**config.mk**
```make
export PLATFORM = sky130hd
export DESIGN_NAME = lscc_ctrl
export DESIGN_NICKNAME = d
export VERILOG_FILES = /design/src/sv/lscc_pkg.sv /design/src/sv/lscc_ctrl.sv
export SDC_FILE = /design/constraint.sdc
export NUM_CORES = 1
export LEC_CHECK = 0
export BUFFER_PORTS_ARGS = -buffer_cell sky130_fd_sc_hd__buf_4
export CORE_AREA = 2 2 43 45
export CTS_CLUSTER_DIAMETER = 120
export DETAILED_ROUTE_END_ITERATION = 10
export DIE_AREA = 0 0 45 47
export GPL_ROUTABILITY_DRIVEN = 0
export PLACE_DENSITY = 0.77
export SLEW_MARGIN = 40
export SYNTH_ARGS = -nofsm -noshare
export SYNTH_HDL_FRONTEND = slang
export SYNTH_SLANG_ARGS = --single-unit
```
**constraint.sdc**
```tcl
create_clock -name aclk -period 2.5 [get_ports aclk]
set_input_delay 0.5 -clock aclk [delete_from_list [all_inputs] [get_ports aclk]]
set_output_delay 0.5 -clock aclk [all_outputs]
set_load 0.05 [all_outputs]
```
**src/sv/lscc_pkg.sv**
```systemverilog
package lscc_pkg;

    localparam int RANGE_W = 16;
    localparam int COORD_W = 18;
    localparam int SUM_W   = 30;
    localparam int TALLY_W = 12;
    localparam int NORM_W  = 34;
    localparam int TRIG_W  = 16;
    localparam int QUO_W   = 30;

    localparam logic [TALLY_W-1:0] TALLY_MAX = 12'd4095;

    localparam logic [1:0] REG_RANGE_LIMIT = 2'd0;
    localparam logic [1:0] REG_GAP_THRESH  = 2'd1;
    localparam logic [1:0] REG_ANGLE_START = 2'd2;
    localparam logic [1:0] REG_ANGLE_STEP  = 2'd3;

    // commands from controller to datapath
    typedef struct packed {
        logic load;       // capture input beat
        logic sin_mul;    // trig steps
        logic [2:0] trig_step;
        logic trig_sel;   // 0 cos, 1 sin
        logic scale;      // range * trig
        logic gap_calc;
        logic update;     // classify and accumulate
        logic div_start;
        logic div_step;
        logic div_done;   // compare mean against best
        logic emit;
        logic clear;
    } lscc_cmd_t;

    typedef struct packed {
        logic valid_smp;
        logic need_close;  // segment must be closed before accumulation
        logic close_last;  // open segment at scan end
        logic last;
    } lscc_stat_t;

endpackage

```
**src/sv/lscc_ctrl.sv**
```systemverilog
module lscc_ctrl
    import lscc_pkg::*;
(
    input  logic       aclk,
    input  logic       aresetn,
    input  logic       s_valid,
    output logic       s_ready,
    input  logic       m_ready,
    output logic       m_valid,
    input  lscc_stat_t stat,
    output lscc_cmd_t  cmd
);

    localparam logic [3:0] ST_IDLE  = 4'd0;
    localparam logic [3:0] ST_TRIG  = 4'd1;
    localparam logic [3:0] ST_SCALE = 4'd2;
    localparam logic [3:0] ST_GAP   = 4'd3;
    localparam logic [3:0] ST_DIVA  = 4'd4;
    localparam logic [3:0] ST_DIVB  = 4'd5;
    localparam logic [3:0] ST_UPD   = 4'd6;
    localparam logic [3:0] ST_ENDA  = 4'd7;
    localparam logic [3:0] ST_ENDB  = 4'd8;
    localparam logic [3:0] ST_EMIT  = 4'd9;
    localparam logic [3:0] ST_GAPB  = 4'd10;

    logic [3:0] state_reg, state_next;
    logic [4:0] cnt_reg, cnt_next;
    logic       out_reg, out_next;

    assign s_ready = (state_reg == ST_IDLE) && !out_reg;
    assign m_valid = out_reg;

    always_ff @(posedge aclk) begin
        if (!aresetn) begin
            state_reg <= ST_IDLE;
            cnt_reg   <= '0;
            out_reg   <= 1'b0;
        end else begin
            state_reg <= state_next;
            cnt_reg   <= cnt_next;
            out_reg   <= out_next;
        end
    end

    always_comb begin
        state_next = state_reg;
        cnt_next   = cnt_reg;
        out_next   = out_reg && !m_ready;
        cmd        = '0;
        unique case (state_reg)
            ST_IDLE: begin
                if (s_valid && !out_reg) begin
                    cmd.load   = 1'b1;
                    cnt_next   = '0;
                    state_next = ST_TRIG;
                end
            end
            ST_TRIG: begin
                // four multiply steps for cos then four for sin
                cmd.sin_mul   = 1'b1;
                cmd.trig_step = cnt_reg[1:0] == 2'd0 ? 3'd0 : {1'b0, cnt_reg[1:0]};
                cmd.trig_sel  = cnt_reg[2];
                cnt_next      = cnt_reg + 5'd1;
                if (cnt_reg == 5'd7) begin
                    state_next = ST_SCALE;
                    cnt_next   = '0;
                end
            end
            ST_SCALE: begin
                cmd.scale  = 1'b1;
                state_next = ST_GAP;
            end
            ST_GAP: begin
                cmd.gap_calc = 1'b1;
                state_next   = ST_GAPB;
            end
            ST_GAPB: begin
                if (stat.need_close) begin
                    cmd.div_start = 1'b1;
                    cnt_next      = '0;
                    state_next    = ST_DIVA;
                end else begin
                    state_next = ST_UPD;
                end
            end
            ST_DIVA: begin
                cmd.div_step = 1'b1;
                cnt_next     = cnt_reg + 5'd1;
                if (cnt_reg == 5'(QUO_W - 1)) state_next = ST_DIVB;
            end
            ST_DIVB: begin
                cmd.div_done = 1'b1;
                state_next   = ST_UPD;
            end
            ST_UPD: begin
                cmd.update = 1'b1;
                state_next = stat.last ? ST_ENDA : ST_IDLE;
            end
            ST_ENDA: begin
                if (stat.close_last) begin
                    cmd.div_start = 1'b1;
                    cnt_next      = '0;
                    state_next    = ST_ENDB;
                end else begin
                    state_next = ST_EMIT;
                end
            end
            ST_ENDB: begin
                cmd.div_step = 1'b1;
                cnt_next     = cnt_reg + 5'd1;
                if (cnt_reg == 5'(QUO_W - 1)) begin
                    state_next = ST_EMIT;
                end
            end
            ST_EMIT: begin
                if (stat.close_last) cmd.div_done = 1'b1;
                cmd.emit   = 1'b1;
                cmd.clear  = 1'b1;
                out_next   = 1'b1;
                state_next = ST_IDLE;
            end
            default: state_next = ST_IDLE;
        endcase
    end

endmodule

```
Word-level counts from Yosys, hierarchy flattened
Cells that the tools add are included.
Widths: inputs -> output; s select.
{"block": "totals", "reg_bits": 10, "in_bits": 8, "output_inout_bits": 16, "word_cells": 60}
{"block": "op_classes", "addsub": 1, "n_eq_ne": 18, "mux": 27, "n_reduce_logical": 11}
{"cell": "$pmux 4 s10", "count": 1}
{"cell": "$mux 5", "count": 5}
{"cell": "$pmux 5 s5", "count": 1}
{"cell": "$eq 4x3->1 const B", "count": 4}
{"cell": "$mux 4", "count": 4}
{"cell": "$eq 4x4->1 const B", "count": 3}
{"cell": "$mux 1", "count": 10}
{"cell": "$ne 2x2->1 const B", "count": 5}
{"cell": "$eq 4x2->1 const B", "count": 2}
{"cell": "$reduce_and 4->1", "count": 2}
{"cell": "$mux 2", "count": 3}
{"cell": "$add 5x1->5 const B", "count": 1}
{"cell": "$eq 5x3->1 const B", "count": 1}
{"cell": "$eq 5x5->1 const B", "count": 1}
{"cell": "$reduce_bool 5->1", "count": 1}
{"cell": "$eq 4x1->1 const B", "count": 1}
{"cell": "$logic_not 4->1", "count": 1}
{"cell": "$pmux 1 s2", "count": 2}
{"cell": "$logic_and 1x1->1", "count": 3}
{"cell": "$mux 3", "count": 1}
{"cell": "$logic_not 1->1", "count": 2}
{"cell": "$logic_not 2->1", "count": 1}
{"cell": "$ne 2x1->1 const B", "count": 1}
{"cell": "$reduce_or 2->1", "count": 1}

Longest topological paths before layout
Gate-level depths: netlist of the first run.
{"block": "logic_depth", "ltp_word": 4, "mapped_depth": 7, "ltp_nobuf": 5}

Least setup slack after synthesis of the first run
OpenSTA, ideal clock, no wires.
{"block": "synth_path", "kind": "reg-to-output", "from": "register state_reg[3]", "to": "output cmd[10] (netlist bit)", "t_required_ps": 2000, "stages_incl_launch_ff": 5, "path_buffers": 2, "arrival_time_ps": 2134, "slack_ps": -134, "path_cell_list": "dfxtp_1 -> buf_6 -> or4b_4 -> buf_6 -> nor3_1"}
{"element": "from (decl)", "line_no": "lscc_ctrl.sv:26", "source": "logic [3:0] state_reg, state_next;"}
{"element": "from (signal assigned)", "line_no": "lscc_ctrl.sv:39", "source": "state_reg <= state_next;"}
{"element": "to (decl)", "line_no": "lscc_ctrl.sv:11", "source": "output lscc_cmd_t cmd"}

==> impl_metrics.tcl, run 1 <==
set metrics [dict create \
    status "complete, no violations" \
    reg2reg_to "cnt_reg[4]$_SDFFE_PN0P_" \
    ys.flop_type "dfxtp_1" \
    endpoint "cmd[9]" \
    crit_arrival_ns 1.85 \
    diodes 0 \
    yosysMostFrequentCell "nor2_1" \
    worstSetupEndpointType "output port" \
    synth_top_family_by_area "simple AND/OR/NAND/NOR gates" \
    p_total_uw 906.4 \
    drc 0 \
    path_clk_slew_ns 0.07 \
    vias 836 \
    antenna_found_initial 0 \
    portBuffers 21 \
    synth.area.top_cells "dfxtp_1 24%, nand2b_1 6.8%, nor2_1 6.4%, a21oi_1 4.9%, ha_1 4.6%" \
    synth-seq-cells 10 \
    wl_per_cell_um 12.84 \
    synthAdderAreaFrac_pct 4.552 \
    power_density_mw_per_mm2 927.5 \
    antenna_left 0 \
    clock_latency_ns 0.26 \
    syn_nets 125 \
    fin_nets 143 \
    num_rows 15 \
    syn2layout_area_growth_pct 18.51 \
    drive_gt1_share_pct 23.85 \
    cts_hold_buf 0 \
    synth_top_area_share_pct 24.28 \
    reg2reg_slack_ns 0.68 \
    yosys.area_share.simple_pct 33.23 \
    track_usage_pct 20.43 \
    fmax_mhz 426.1 \
    cts_resized 0 \
    setup_violations 0 \
    drv_cap 0 \
    n_fill_cell 163 \
    cts_buffers 3 \
    initial_core_util_pct 49.92 \
    viasPerCell 5.687 \
    htree_levels 1 \
    muxShareOfSynthArea_pct 0 \
    required_ns 2.00 \
    grt_pass1_wl_um 3125 \
    power_leakage_nw 0.3976 \
    synthXorXnorAreaFrac_pct 1.062 \
    overflow 0 \
    rsz0062_at_grt "false" \
    worst_hold_path_type "in -> reg" \
    grt_pass1_vias 752 \
    clock_sinks 10 \
    first_pass_iters 4 \
    reg2reg_from "state_reg[0]$_SDFFE_PN0P_" \
    die_w_um 45 \
    coreArea_mm2 0.001652 \
    ctsLongestPathBuffers 2 \
    async_flop_share_pct 0 \
    netlist_area_um2 824.5 \
    die_h_um 47 \
    yosysSeqAreaShare_pct 24.28 \
    post_cts_buffers 0 \
    fin_skew_ns 0.006947 \
    ir_drop_v 0.0004827 \
    cts_tree "built" \
    synthesis.area_per_instance_um2 7.233 \
    wl_um 1888 \
    yosysUniqueCellTypes 36 \
    worstSetupPathType "reg -> out" \
    cts_root_buf "clkbuf_4" \
    largest_register_ffs 5 \
    synth_edf_count 0 \
    die_area_mm2 0.002115 \
    hold_violations 0 \
    startpoint "state_reg[0]$_SDFFE_PN0P_" \
    final_util_pct 59.17 \
    min_period_ns 2.347 \
    cp_max_fo 15 \
    drt-initial-drc-count 15 \
    syn_inst 114 \
    ios 24 \
    drv_slew 0 \
    synth_common_cells "14 x nor2_1, 10 x dfxtp_1, 9 x nand2_1, 9 x nand2b_1" \
    period_share_pct 93.88 \
    synth_compound_area_share_pct 23.07 \
    yosys_warnings 0 \
    reg2reg_depth 5 \
    start_kind "flip-flop" \
    grt_max_degree 16 \
    dpl.hpwl_um 1473 \
    synth.largest_area_cell "dfxtp_1" \
]
## area by class of cell
class / instances / area (um2) / share of cell area, %
Sequential cell: 10 / 200.2 / 20.49
Multi-Input combinational cell: 85 / 514.2 / 52.62
Inverter: 9 / 46.29 / 4.738
Timing Repair Buffer: 23 / 172.7 / 17.67
Tap cell: 17 / 21.27 / 2.177
Clock buffer: 3 / 22.52 / 2.305
## logic make-up after synthesis
family | after synthesis
adder cells (fa/ha/maj) | 3
other | 1
flip-flops | 10
buffers and inverters | 19
AND/OR/NAND/NOR | 53
XOR/XNOR | 1
AO/OA/AOI/OAI | 27
## layer usage
layer,vias up,GRT usage [%],part of all wire [%]
met5,-,0,0
met3,4,5.769,5.1
li1,426,-,-
met4,0,9.412,1.6
met1,375,24.53,41
met2,31,34.00,53
## critical path: stages (launching register included)
cell and delay, ns:
dfxtp_1 0.57, or4b_4 0.60, nor3_1 0.17, buf_4 0.23
## metrics by stage
stage / setup TNS, ns / setup slack, ns / instance area (um2) / std cells / hold slack [ns]
detailed placement: 0 / 0.4436 / 954.7 / 144 / 0.5366
global placement: 0 / 0.4676 / 954.7 / 144 / 0.5189
floorplan: -0.2672 / -0.1336 / 824.5 / 114 / 0.4889
CTS: 0 / 0.1403 / 977.2 / 147 / 0.5232
finish: 0 / 0.1530 / 977.2 / 147 / 0.5334
global route: 0 / 0.04366 / 977.2 / 147 / 0.5370
## placed cells by master (no fill, tap or decap), drive strengths merged, types with 2 or more instances in the layout
cell type,synthesis,layout
buf,5,23
clkbuf,5,3
a21oi,8,8
o22ai,2,2
or3,2,2
nor2,14,14
nand2b,9,9
dfxtp,10,10
and2,2,2
ha,3,3
nand3,5,5
nand2,9,9
nor3,6,6
o21ai,7,7
inv,8,8
## worst min-delay path by stage
stage / to / slack [ns] / depth (start not counted) / start
3_3_place_gp: m_valid$_SDFF_PN0_ / 0.52 / 2 / m_valid$_SDFF_PN0_
5_1_grt: state_reg[0]$_SDFFE_PN0P_ / 0.54 / 3 / aresetn
4_1_cts: state_reg[0]$_SDFFE_PN0P_ / 0.52 / 3 / aresetn
2_1_floorplan: cnt_reg[3]$_SDFFE_PN0P_ / 0.49 / 2 / cnt_reg[3]$_SDFFE_PN0P_
6_report: state_reg[0]$_SDFFE_PN0P_ / 0.53 / 3 / aresetn
3_5_place_dp: m_valid$_SDFF_PN0_ / 0.54 / 2 / m_valid$_SDFF_PN0_
## report_power, final
part           internal, mW  total [mW]  switching, mW
Sequential            0.187       0.247         0.0595
Combinational         0.200       0.550          0.350
Clock                0.0555       0.109         0.0539
(Power assumes the default switching activity.)
==> run 2, diff against run 1 <==
Settings changed: CORE_AREA 2 2 43 45 to 2 2 49 51, DIE_AREA 0 0 45 47 to 0 0 51 53, PLACE_DENSITY 0.77 to 0.61.
==> run 2 against run 1 <==
Net effect:
- clock-buffer cell count stayed put
- largest cell class unchanged
- die area rose by 28%
- worst setup slack worse by 0.0020 ns
- final area fell by 0.13%
- worst hold slack gained 0.018 ns
==> impl_metrics.tcl, run 2 (synthesis results as in run 1) <==
set metrics [dict create \
    fin_skew_ns 0.008907 \
    start_kind "flip-flop" \
    diodes 0 \
    pre_cts_ws_ns 0.4094 \
    cts_resized 0 \
    die_w_um 51 \
    final_cell_mix "21 x buf_4, 14 x nor2_1, 10 x dfxtp_1" \
    path_clk_slew_ns 0.06 \
    clock_latency_ns 0.26 \
    final_cells 156 \
    hold_violations 0 \
    internal-power_uw 438.9 \
    crit_arrival_ns 1.85 \
    drv_slew 0 \
    power_density_mw_per_mm2 912.8 \
    wl_per_cell_um 11.32 \
    ctsLongestPathBuffers 2 \
    clock_sinks 10 \
    pwr-share-comb_pct 60.4 \
    n_fill_cell 227 \
    startpoint "state_reg[0]$_SDFFE_PN0P_" \
    largest_register_ffs 5 \
    grt_pass1_wl_um 2960 \
    worst_hold_path_type "reg -> reg" \
    antenna_left 0 \
    cts_buffers 3 \
    post_cts_buffers 0 \
    drive_gt1_share_pct 22.66 \
    wl_um 1766 \
    setup_violations 0 \
    reg2reg_from "state_reg[0]$_SDFFE_PN0P_" \
    layout_setup_ws_ns 0.1510 \
    rsz0062_at_grt "false" \
    portBuffers 21 \
    ir_drop_v 0.0003385 \
    drt-initial-drc-count 9 \
    cts_tree "built" \
    antenna_found_initial 0 \
    power_frac_seq_pct 28.1 \
    coreArea_mm2 0.002148 \
    drc 0 \
    die_h_um 53 \
    cp_max_fo 15 \
    viasPerCell 5.071 \
    power_leakage_nw 0.3868 \
    holdCritStartpoint "m_valid$_SDFF_PN0_" \
    required_ns 2.00 \
    syn2layout_area_growth_pct 18.36 \
    dp_cells 153 \
    status "complete, no violations" \
    dpl.hpwl_um 1348 \
    worstSetupPathType "reg -> out" \
    worst_pin_slew_ns 0.5213 \
    cts_hold_buf 0 \
    initial_core_util_pct 38.38 \
    min_period_ns 2.349 \
    fin_nets 141 \
    power_frac_clock_pct 11.5 \
    overflow 0 \
    p_sw_uw 451.9 \
    multi_input_area_um2 514.2 \
    fmax_mhz 425.7 \
    cts_root_buf "clkbuf_4" \
    maxSlewHeadroom_pct 65.20 \
    die_area_mm2 0.002703 \
    drv_cap 0 \
    vias 791 \
    power.switching_fraction_pct 50.73 \
    htree_levels 1 \
    first_pass_iters 4 \
    seqCellArea_um2 200.2 \
    final_util_pct 45.43 \
    period_share_pct 93.96 \
    num_rows 17 \
    grt_pass1_vias 738 \
    worstSetupEndpointType "output port" \
    ios 24 \
    grt_max_degree 18 \
    final_common_cell "buf_4" \
    track_usage_pct 14.29 \
    fin_tns_setup_ns 0 \
]
run 2: cell types whose count changed in the layout (fill, tap and decap cells not counted):
cell   before  now
buf_4      23   21
run 2: critical path: stages, from the launching register on:
cell	delay (ns)
dfxtp_1	0.57
or4b_4	0.61
nor3_1	0.18
buf_4	0.23
run 2: cell type report:
class	count	share of cell area (%)
inverter	9	4.744
clock buffer	3	2.308
tap	28	3.590
sequential	10	20.51
multi-input combinational	85	52.69
timing repair buffer	21	16.15
run 2: power groups by stage:
stage | Sequential [mW] | Combinational [mW] | Clock, mW
after floorplan | 0.213 | 0.486 | 0
after global placement | 0.253 | 0.535 | 0
after detailed placement | 0.254 | 0.539 | 0
after CTS | 0.250 | 0.543 | 0.110
after global routing | 0.256 | 0.596 | 0.117
final | 0.250 | 0.538 | 0.103
run 2: worst paths after layout:
| path | end | slack (ns) | cells past startpoint |
|---|---|---|---|
| worst max-delay path | cmd[10] | 0.15 | 3 |
| worst min-delay path | m_valid$_SDFF_PN0_ | 0.55 | 2 |
| worst max register to register | cnt_reg[3]$_SDFFE_PN0P_ | 0.66 | 4 |
| worst min register to register | m_valid$_SDFF_PN0_ | 0.55 | 2 |
run 2: metal layers:
layer / global-route usage (%) / vias to the layer above / routed length (um)
met2: 27.92 / 15 / 897
met5: 0 / - / 0
li1: - / 414 / -
met3: 1.977 / 2 / 69
met4: 6.757 / 0 / 12
met1: 14.87 / 360 / 787
run 2: stage by stage:
stage          cell area (um2)  power, mW  hold WS, ns
2_1_floorplan            824.5     0.6986       0.4889
3_3_place_gp             953.4     0.7882       0.5197
3_5_place_dp             953.4     0.7928       0.5339
4_1_cts                  975.9     0.9017       0.5450
5_1_grt                  975.9     0.9692       0.5636
6_report                 975.9     0.8908       0.5512
==> run 3, diff against run 2 <==
Settings changed: CORE_AREA 2 2 49 51 to 2 2 46 48, DIE_AREA 0 0 51 53 to 0 0 48 50, PLACE_DENSITY 0.61 to 0.71.
Clock period 2.5 ns to 2 ns, I/O delays scaled along.
==> run 3 against run 2 <==
Net effect:
- critical path depth stayed put
- clock skew is 0.0017 ns higher
- first-iteration DRC count is 22% higher
- highest routed layer unchanged
- worst hold slack worse by 0.13 ns
- register-to-register slack worse by 0.46 ns
- combinational power is 68% higher
- clock power is 35% higher
- die area is 11% lower
- non-clock buffer count is 7 higher
- worst setup slack worse by 0.10 ns
- critical endpoint unchanged
==> impl_metrics.tcl, run 3 (synthesis results as in run 1) <==
set metrics [dict create \
    min_period_ns 1.953 \
    worstSetupPathType "reg -> out" \
    fin_nets 148 \
    start_kind "flip-flop" \
    die_w_um 48 \
    min_path_cells 3 \
    use_met3_pct 2.198 \
    use_met2_pct 26.22 \
    final_common_cell "buf_4" \
    drt-initial-drc-count 11 \
    coreArea_mm2 0.001902 \
    hold_end "state_reg[0]$_SDFFE_PN0P_" \
    status "complete, no violations" \
    wl_per_cell_um 11.10 \
    n_fill_cell 180 \
    grt_pass1_wl_um 2822 \
    p_total_mw 1.317 \
    drc 0 \
    drv_slew 0 \
    reg2reg_slack_ns 0.20 \
    drive_gt1_share_pct 35.56 \
    cts_hold_buf 0 \
    track_usage_pct 16.08 \
    path_clk_slew_ns 0.07 \
    final_cells 162 \
    reg2reg_to "cnt_reg[4]$_SDFFE_PN0P_" \
    antenna_left 0 \
    required_ns 1.60 \
    placed_area_mm2 0.001037 \
    fin_skew_ns 0.01060 \
    ir_drop_v 0.0006250 \
    hold_violations 0 \
    finalInstanceArea_mm2 0.001109 \
    met1_usage_pct 20.22 \
    holdCritStartpoint "aresetn" \
    cp_slowest_cell "or4b_4" \
    wl_um 1798 \
    num_rows 16 \
    cts_root_buf "clkbuf_4" \
    vias 800 \
    setup_violations 0 \
    die_area_mm2 0.002400 \
    cts_tree "built" \
    portBuffers 21 \
    power_leakage_nw 0.4477 \
    cp_cell_sequence "or4b_4 -> nor3_2 -> buf_6" \
    antenna_found_initial 0 \
    seqCellArea_um2 205.2 \
    reg2reg_from "state_reg[0]$_SDFFE_PN0P_" \
    final_util_pct 58.29 \
    fmax_mhz 512.1 \
    initial_core_util_pct 43.36 \
    dpl.hpwl_um 1424 \
    diodes 0 \
    clock_latency_ns 0.27 \
    syn2layout_area_growth_pct 34.45 \
    grt_pass1_vias 700 \
    clock_sinks 10 \
    first_pass_iters 4 \
    period_share_pct 97.64 \
    final_cell_mix "24 x buf_4, 10 x nor2_1, 9 x nand2b_1, 9 x nand2_1" \
    top_usage_layer "met2" \
    viasPerCell 4.938 \
    multi_input_area_um2 571.8 \
    reg2reg_depth 6 \
    crit_arrival_ns 1.55 \
    die_h_um 50 \
    ctsLongestPathBuffers 2 \
    worstSetupEndpointType "output port" \
    rsz0062_at_grt "false" \
    drv_cap 0 \
    worst_hold_path_type "in -> reg" \
    power_density_mw_per_mm2 1188 \
    ios 24 \
    cts_buffers 3 \
    overflow 0 \
    largest_register_ffs 5 \
    timing.hold.ws_ns 0.4221 \
    layout_setup_ws_ns 0.04725 \
    htree_levels 1 \
    fin_tns_setup_ns 0 \
    dp_cells 158 \
    pre_cts_ws_ns 0.2774 \
    grt_max_degree 17 \
    slowest_delay_ns 0.63 \
    cp_max_fo 6 \
]
run 3: cell types whose count changed in the layout (fill, tap and decap cells not counted), moves of 2 or more:
cell	delta
nor3_1	-4
nor2_2	+2
buf_4	+3
dfxtp_1	-2
nor2_1	-4
nor2_4	+2
buf_6	+3
nor3_2	+3
run 3: critical path: cells and delay by family (launching register included):
kind	cells	cell delay [ns]
buffers and inverters	1	0.18
and+or+nand+nor	2	0.80
DFF	1	0.31
run 3: report_power, final:
group / internal, mW / switching (mW)
Combinational: 0.365 / 0.536
Sequential: 0.242 / 0.0340
Clock: 0.0695 / 0.0691
Total: 0.677 / 0.640
run 3: layer usage:
metal  vias to the layer above  part of all wire (%)  routed length [um]
li1                        426                     -                   -
met1                       361                    47                 853
met2                        11                    49                 874
met3                         2                   2.5                  45
met4                         0                   1.3                  24
met5                         -                     0                   0
run 3: worst max path at each step:
stage | start | end | slack (ns)
CTS | state_reg[0]$_SDFFE_PN0P_ | cmd[13] | 0.009
global route | state_reg[3]$_SDFFE_PN0P_ | cmd[10] | 0.006
floorplan | state_reg[3]$_SDFFE_PN0P_ | cmd[10] | -0.10
finish | state_reg[3]$_SDFFE_PN0P_ | cmd[10] | 0.05
detailed placement | state_reg[0]$_SDFFE_PN0P_ | cmd[10] | 0.28
global placement | state_reg[0]$_SDFFE_PN0P_ | cmd[9] | 0.27
run 3: final cells by class:
| class | count | area share (%) |
|---|---|---|
| Multi-Input combinational cell | 85 | 51.58 |
| Sequential cell | 10 | 18.51 |
| Inverter | 9 | 4.176 |
| Timing Repair Buffer | 28 | 20.65 |
| Tap cell | 27 | 3.047 |
| Clock buffer | 3 | 2.032 |
run 3: repair_timing:
item | CTS | global route
gates resized for setup | 3 | 9
setup endpoints to repair | 4 | 3
endpoints found under the hold margin | 0 | 0
gates cloned | 0 | 0
pin swaps | 0 | 4
setup buffers | 0 | 1
